[src/rtl/core/rtpm_pkg.sv]
// ----------------------------------------------------------------------------
// rtpm_pkg
// Shared types and constants of the rotated target point mapper.
// ----------------------------------------------------------------------------
package rtpm_pkg;

    localparam int REL_W  = 16;
    localparam int OUT_W  = 25;
    localparam int CIDX_W = 4;
    localparam int CDAT_W = 16;
    localparam int MX_W   = 44;
    localparam int MY_W   = 70;
    localparam int DX_W   = 16;
    localparam int DY_W   = 41;

    typedef enum logic [CIDX_W-1:0] {
        CFG_C0X   = 4'd0,
        CFG_C0Y   = 4'd1,
        CFG_C1X   = 4'd2,
        CFG_C1Y   = 4'd3,
        CFG_SCALE = 4'd4,
        CFG_W     = 4'd5,
        CFG_H     = 4'd6,
        CFG_UD    = 4'd7
    } t_cfg_idx;

    typedef struct packed {
        logic [15:0] c0x;
        logic [15:0] c0y;
        logic [15:0] c1x;
        logic [15:0] c1y;
        logic [8:0]  scale;
        logic [15:0] w;
        logic [15:0] h;
        logic        ud;
    } t_cfg;

    typedef struct packed {
        logic neg;
        logic zero;
    } t_div_tag;

endpackage

[src/rtl/core/rtpm_div.sv]
// ----------------------------------------------------------------------------
// rtpm_div
// Pipelined restoring divider, one quotient bit per stage, with saturation
// of the signed result to the output range.
// ----------------------------------------------------------------------------
module rtpm_div #(
    parameter int MW = 44,
    parameter int DW = 16
) (
    input  logic                      i_clk,
    input  logic                      i_rst_n,
    input  logic                      i_valid,
    output logic                      o_ready,
    input  logic [MW-1:0]             i_num,
    input  logic [DW-1:0]             i_den,
    input  rtpm_pkg::t_div_tag        i_tag,
    output logic                      o_valid,
    input  logic                      i_ready,
    output logic signed [rtpm_pkg::OUT_W-1:0] o_quot,
    output rtpm_pkg::t_div_tag        o_tag
);
    import rtpm_pkg::*;

    localparam int QB = OUT_W;
    localparam int RW = DW + QB;
    localparam int CW = (MW > RW) ? MW : RW;
    localparam int NS = QB + 2;

    logic [0:NS-1] r_v;
    logic [0:NS]   en;
    logic [RW-1:0] r_rem [0:QB];
    logic [QB-1:0] r_q   [0:QB];
    logic [DW-1:0] r_den [0:QB];
    logic          r_sat [0:QB];
    t_div_tag      r_tag [0:QB+1];
    logic signed [QB-1:0] r_out;

    assign en[NS]  = i_ready;
    assign o_ready = en[0];

    for (genvar k = 0; k < NS; k++) begin : g_en
        assign en[k] = !r_v[k] || en[k+1];
    end

    always_ff @(posedge i_clk) begin
        if (!i_rst_n) begin
            r_v <= '0;
        end else begin
            if (en[0]) r_v[0] <= i_valid;
            for (int k = 1; k < NS; k++) begin
                if (en[k]) r_v[k] <= r_v[k-1];
            end
        end
    end

    // overflow check: quotient of 2^QB or more saturates anyway
    logic [CW-1:0] n_lim;
    assign n_lim = CW'(i_den) << QB;

    always_ff @(posedge i_clk) begin
        if (en[0]) begin
            r_rem[0] <= RW'(i_num);
            r_q[0]   <= '0;
            r_den[0] <= i_den;
            r_sat[0] <= CW'(i_num) >= n_lim;
            r_tag[0] <= i_tag;
        end
    end

    for (genvar k = 1; k <= QB; k++) begin : g_step
        logic [RW-1:0] n_dsh;
        logic          n_ge;
        logic [RW-1:0] n_rem;
        logic [QB-1:0] n_q;

        always_comb begin
            n_dsh = RW'(r_den[k-1]) << (QB - k);
            n_ge  = r_rem[k-1] >= n_dsh;
            n_rem = n_ge ? r_rem[k-1] - n_dsh : r_rem[k-1];
            n_q   = r_q[k-1];
            n_q[QB-k] = n_ge;
        end

        always_ff @(posedge i_clk) begin
            if (en[k]) begin
                r_rem[k] <= n_rem;
                r_q[k]   <= n_q;
                r_den[k] <= r_den[k-1];
                r_sat[k] <= r_sat[k-1];
                r_tag[k] <= r_tag[k-1];
            end
        end
    end

    // sign and saturation
    localparam logic [QB-1:0] MAXV = {1'b0, {(QB-1){1'b1}}};
    localparam logic [QB-1:0] MINV = {1'b1, {(QB-1){1'b0}}};
    logic [QB-1:0] n_out;
    logic [QB-1:0] w_q;

    assign w_q = r_q[QB];

    always_comb begin
        if (r_tag[QB].zero) begin
            n_out = '0;
        end else if (r_tag[QB].neg) begin
            n_out = (r_sat[QB] || (w_q > MINV)) ? MINV : QB'(-w_q);
        end else begin
            n_out = (r_sat[QB] || w_q[QB-1]) ? MAXV : w_q;
        end
    end

    always_ff @(posedge i_clk) begin
        if (en[NS-1]) begin
            r_out        <= $signed(n_out);
            r_tag[QB+1]  <= r_tag[QB];
        end
    end

    assign o_valid = r_v[NS-1];
    assign o_quot  = r_out;
    assign o_tag   = r_tag[QB+1];

    a_rem_below_den: assert property (@(posedge i_clk) disable iff (!i_rst_n)
        r_v[QB] && !r_sat[QB] && !r_tag[QB].zero |-> r_rem[QB] < RW'(r_den[QB]))
        else $error("remainder not below divisor at last step");

    a_zero_result: assert property (@(posedge i_clk) disable iff (!i_rst_n)
        o_valid && o_tag.zero |-> o_quot == '0)
        else $error("flagged result is not zero");

    a_stall_only_full: assert property (@(posedge i_clk) disable iff (!i_rst_n)
        !o_ready |-> o_valid && !i_ready)
        else $error("divider stalled with an empty slot");

endmodule

[config.mk]
export PLATFORM = sky130hd
export DESIGN_NAME = rtpm_div
export DESIGN_NICKNAME = d
export VERILOG_FILES = /design/src/rtl/core/rtpm_pkg.sv /design/src/rtl/core/rtpm_div.sv
export SDC_FILE = /design/constraint.sdc
export NUM_CORES = 2
export LEC_CHECK = 0
export ABC_CLOCK_PERIOD_IN_PS = 20300
export BUFFER_PORTS_ARGS = -buffer_cell sky130_fd_sc_hd__buf_2
export CAP_MARGIN = 20
export CORE_ASPECT_RATIO = 1.5
export CORE_MARGIN = 3
export CORE_UTILIZATION = 55
export CTS_CLUSTER_SIZE = 30
export DETAILED_ROUTE_END_ITERATION = 8
export PLACE_DENSITY_LB_ADDON = 0.05
export SLEW_MARGIN = 20
export SYNTH_ARGS = -nofsm -noshare
export SYNTH_HDL_FRONTEND = slang
export SYNTH_SLANG_ARGS = --single-unit
export TNS_END_PERCENT = 10
[constraint.sdc]
create_clock -name i_clk -period 20.3 [get_ports i_clk]
set_input_delay 3.045 -clock i_clk [delete_from_list [all_inputs] [get_ports i_clk]]
set_output_delay 3.045 -clock i_clk [all_outputs]
set_load 0.01 [all_outputs]
==> results.yml <==
global_routing:
  grt_pass1_wl_um: 300000
  grt_pass1_vias: 56700
  grt.overflow.total: 0
  track_usage: 0.233
  grt_start_max_net_pins: 85
  antenna_found_initial: 2
final_layout:
  num-fill-cells: 12300
  design_area_sq_um: 98500
  area_growth_pct: 10.2
  drive_above_1_share: 0.0810
  fin_util: 0.612
  final_nets: 7725
setup_path:
  cp_top_family: "simple AND/OR/NAND/NOR gates"
  cp_max_fo: 61
  cp_data_required_time_ns: 17.26
  endpoint_kind: "output pin"
  path_cells: "buf_2 -> and3b_1 -> and4_1 -> nand4_1 -> buf_4 -> nor2_1 -> and2_1 -> and3_1 -> nand2_2 -> buf_4 -> buf_2"
  crit_slowest_cell: "and4_1"
  max_stage_delay_ns: 0.49
  critPathBufInv: 4
  cp.arrival_ns: 5.91
  worstSetupStartpointType: "primary input"
  worstSetupPathType: "in2out"
clock_tree:
  postCtsHoldBufs: 0
  root_buffer: "clkbuf_16"
  cts_buffers: 176
  path_clk_slew_ns: 0.06
  cts_setup_buffers: 0
  cts_tree: "done"
  cts_buffer_depth: 3
  ctsHtreeMaxLevel: 4
  cts_resized: 0
  clk_latency_ns: 0.86
  cts_num_sinks: 1882
logic_synthesis:
  netlist.area_leader.share: 0.623
  yosysMostFrequentCell: "edfxtp_1"
  synth_edf_count: 1855
  yosysSeqAreaShare: 0.629
  ys.flop_type: "edfxtp_1"
  synth_seq_cells: 1882
  synthTopCellsByArea: "edfxtp_1, ha_1, xnor2_1"
  ys_types: 98
  synthesis.area_sq_um: 89400
  synth_fp_nets: 7514
  synthCells: 7007
  async_flop_share: 0
  yosysWarningCount: 0
  synth_top_area_cell: "edfxtp_1"
  netlist_top_cells_count: "edfxtp_1, inv_1, nand2_1"
  avgSynthCellArea_sq_um: 12.8
pwr:
  power_leakage_nw: 37.3
  p_sw_mw: 4.50
  internal_power_mw: 9.18
  p_total_mw: 13.7
  power_frac_seq: 0.448
  power_density_nw_per_um2: 139
  swShare: 0.329
  combPwrFrac: 0.309
  ir_drop_mv: 0.0870
  clock_power_share: 0.244
worst_hold_path:
  hp-class: "reg2reg"
route:
  drt_iter0_drc: 2503
  num_vias: 54800
  viasPerCell: 5.79
  ant_nets: 0
  drt-total-wl_um: 196000
  dr.pass1.iters: 5
  drc: 0
  wl_per_cell_um: 20.7
floorplan:
  core_region_area_sq_um: 161000
  start_util: 0.555
  die_x_um: 335
  die_y_um: 500
  row_count: 180
  dieArea_sq_um: 167000
  ioPinCount: 95
sta:
  fin_crit_sh: 0.441
  rsz0062_at_grt: "false"
  drv_slew: 0
  slew-limit-headroom: 0.210
  hold_viol: 0
  final-setup-viol-count: 0
  period_minus_slack_ns: 8.96
  fmax_ghz: 0.112
  worstMarginPinSlew_ns: 1.17
  finalSetupTns_ns: 0
  finalWorstSetupSlack_ns: 11.34
  fin_skew_ns: 0.0554
run:
  maxCapViolCount: 0
place:
  placed_cell_area_sq_um: 92600
  dp_slack_ns: 11.34
  place_congestion: 0.923
  detailed_place_hpwl_um: 152000
  portBuffers: 94
outcome:
  outcome: "finished, final reports clean"
## placed cells by master (no fill, tap or decap), types with 27 or more instances in the layout
cell type  instances
nor3_1           194
a21oi_1          366
xor2_1           258
a211oi_1          47
or3_1             84
buf_4             58
a21o_1           113
clkbuf_16        177
a31oi_1           40
or4_1             44
o21a_1           115
nand3_1          119
nor4_1           169
nor2b_1           72
ha_1             417
clkinv_1          44
and2_1            28
buf_2             94
clkbuf_1          31
xnor2_1          281
o211ai_1          31
dfxtp_1           27
edfxtp_1        1855
nand4_1           77
nor2_1           402
inv_1            564
or2_2             34
and3_1            33
mux2_2            79
nand2b_1          81
nand2_1          466
o21ai_0          346
o31ai_1           64
a21boi_0          41
clkinv_2          29
o21bai_1          32
## power by group through the flow
| stage | logic (mW) | clock network [mW] | registers (mW) |
|---|---|---|---|
| 6_report | 4.22 | 3.33 | 6.12 |
| 4_1_cts | 4.20 | 3.41 | 6.11 |
| 5_1_grt | 4.68 | 3.56 | 6.21 |
| 2_1_floorplan | 3.23 | 0 | 5.92 |
| 3_3_place_gp | 4.08 | 0 | 6.16 |
| 3_5_place_dp | 4.18 | 0 | 6.19 |
## registers in the layout, summed over array words and instances, names as in the netlist
signal  flops
o_quot     25
r_den     400
r_q       325
r_rem    1025
r_sat      26
r_tag      54
r_v        27
## cell type report
cell class | count | area [sq um] | area share
flip-flops and latches | 1882 | 56200 | 0.571
multi-input cells | 4427 | 30600 | 0.311
clock buffers | 211 | 4590 | 0.0466
well taps | 2093 | 2620 | 0.0266
inverters | 578 | 2170 | 0.0221
clock inverters | 116 | 1330 | 0.0135
repair buffers | 153 | 933 | 0.00947
diodes | 1 | 2.50 | 0.0000254
## path summary, 6_finish.rpt
check / start / to / slack [ns] / cells past startpoint
max: i_ready / o_ready / 11.34 / 11
min: r_sat[0][7] / r_sat[0][8] / 0.40 / 0
max reg2reg: r_den[1][48] / r_rem[1][198] / 15.67 / 10
min reg2reg: r_sat[0][7] / r_sat[0][8] / 0.40 / 0
## per-layer routing
metal / GRT usage / wire, um / vias up
met4: 0.146 / 12900 / 0
met1: 0.190 / 59800 / 26600
met2: 0.499 / 118000 / 1043
met3: 0.0279 / 5260 / 522
met5: 0 / 0 / -
li1: - / - / 26600
## kinds of logic after synthesis
group           synth area share
fa+ha+maj                 0.0637
flops                      0.629
mux                       0.0116
compound gates            0.0988
simple gates               0.114
xor+xnor                  0.0528
buf+inv                   0.0300
## through the flow
stage	hold slack [ns]	cells
final	0.397	9461
after global routing	0.395	9461
after CTS	0.390	9459
after detailed placement	0.405	9132
after global placement	0.400	9132
after floorplan	0.400	7007
(Power assumes the default switching activity.)
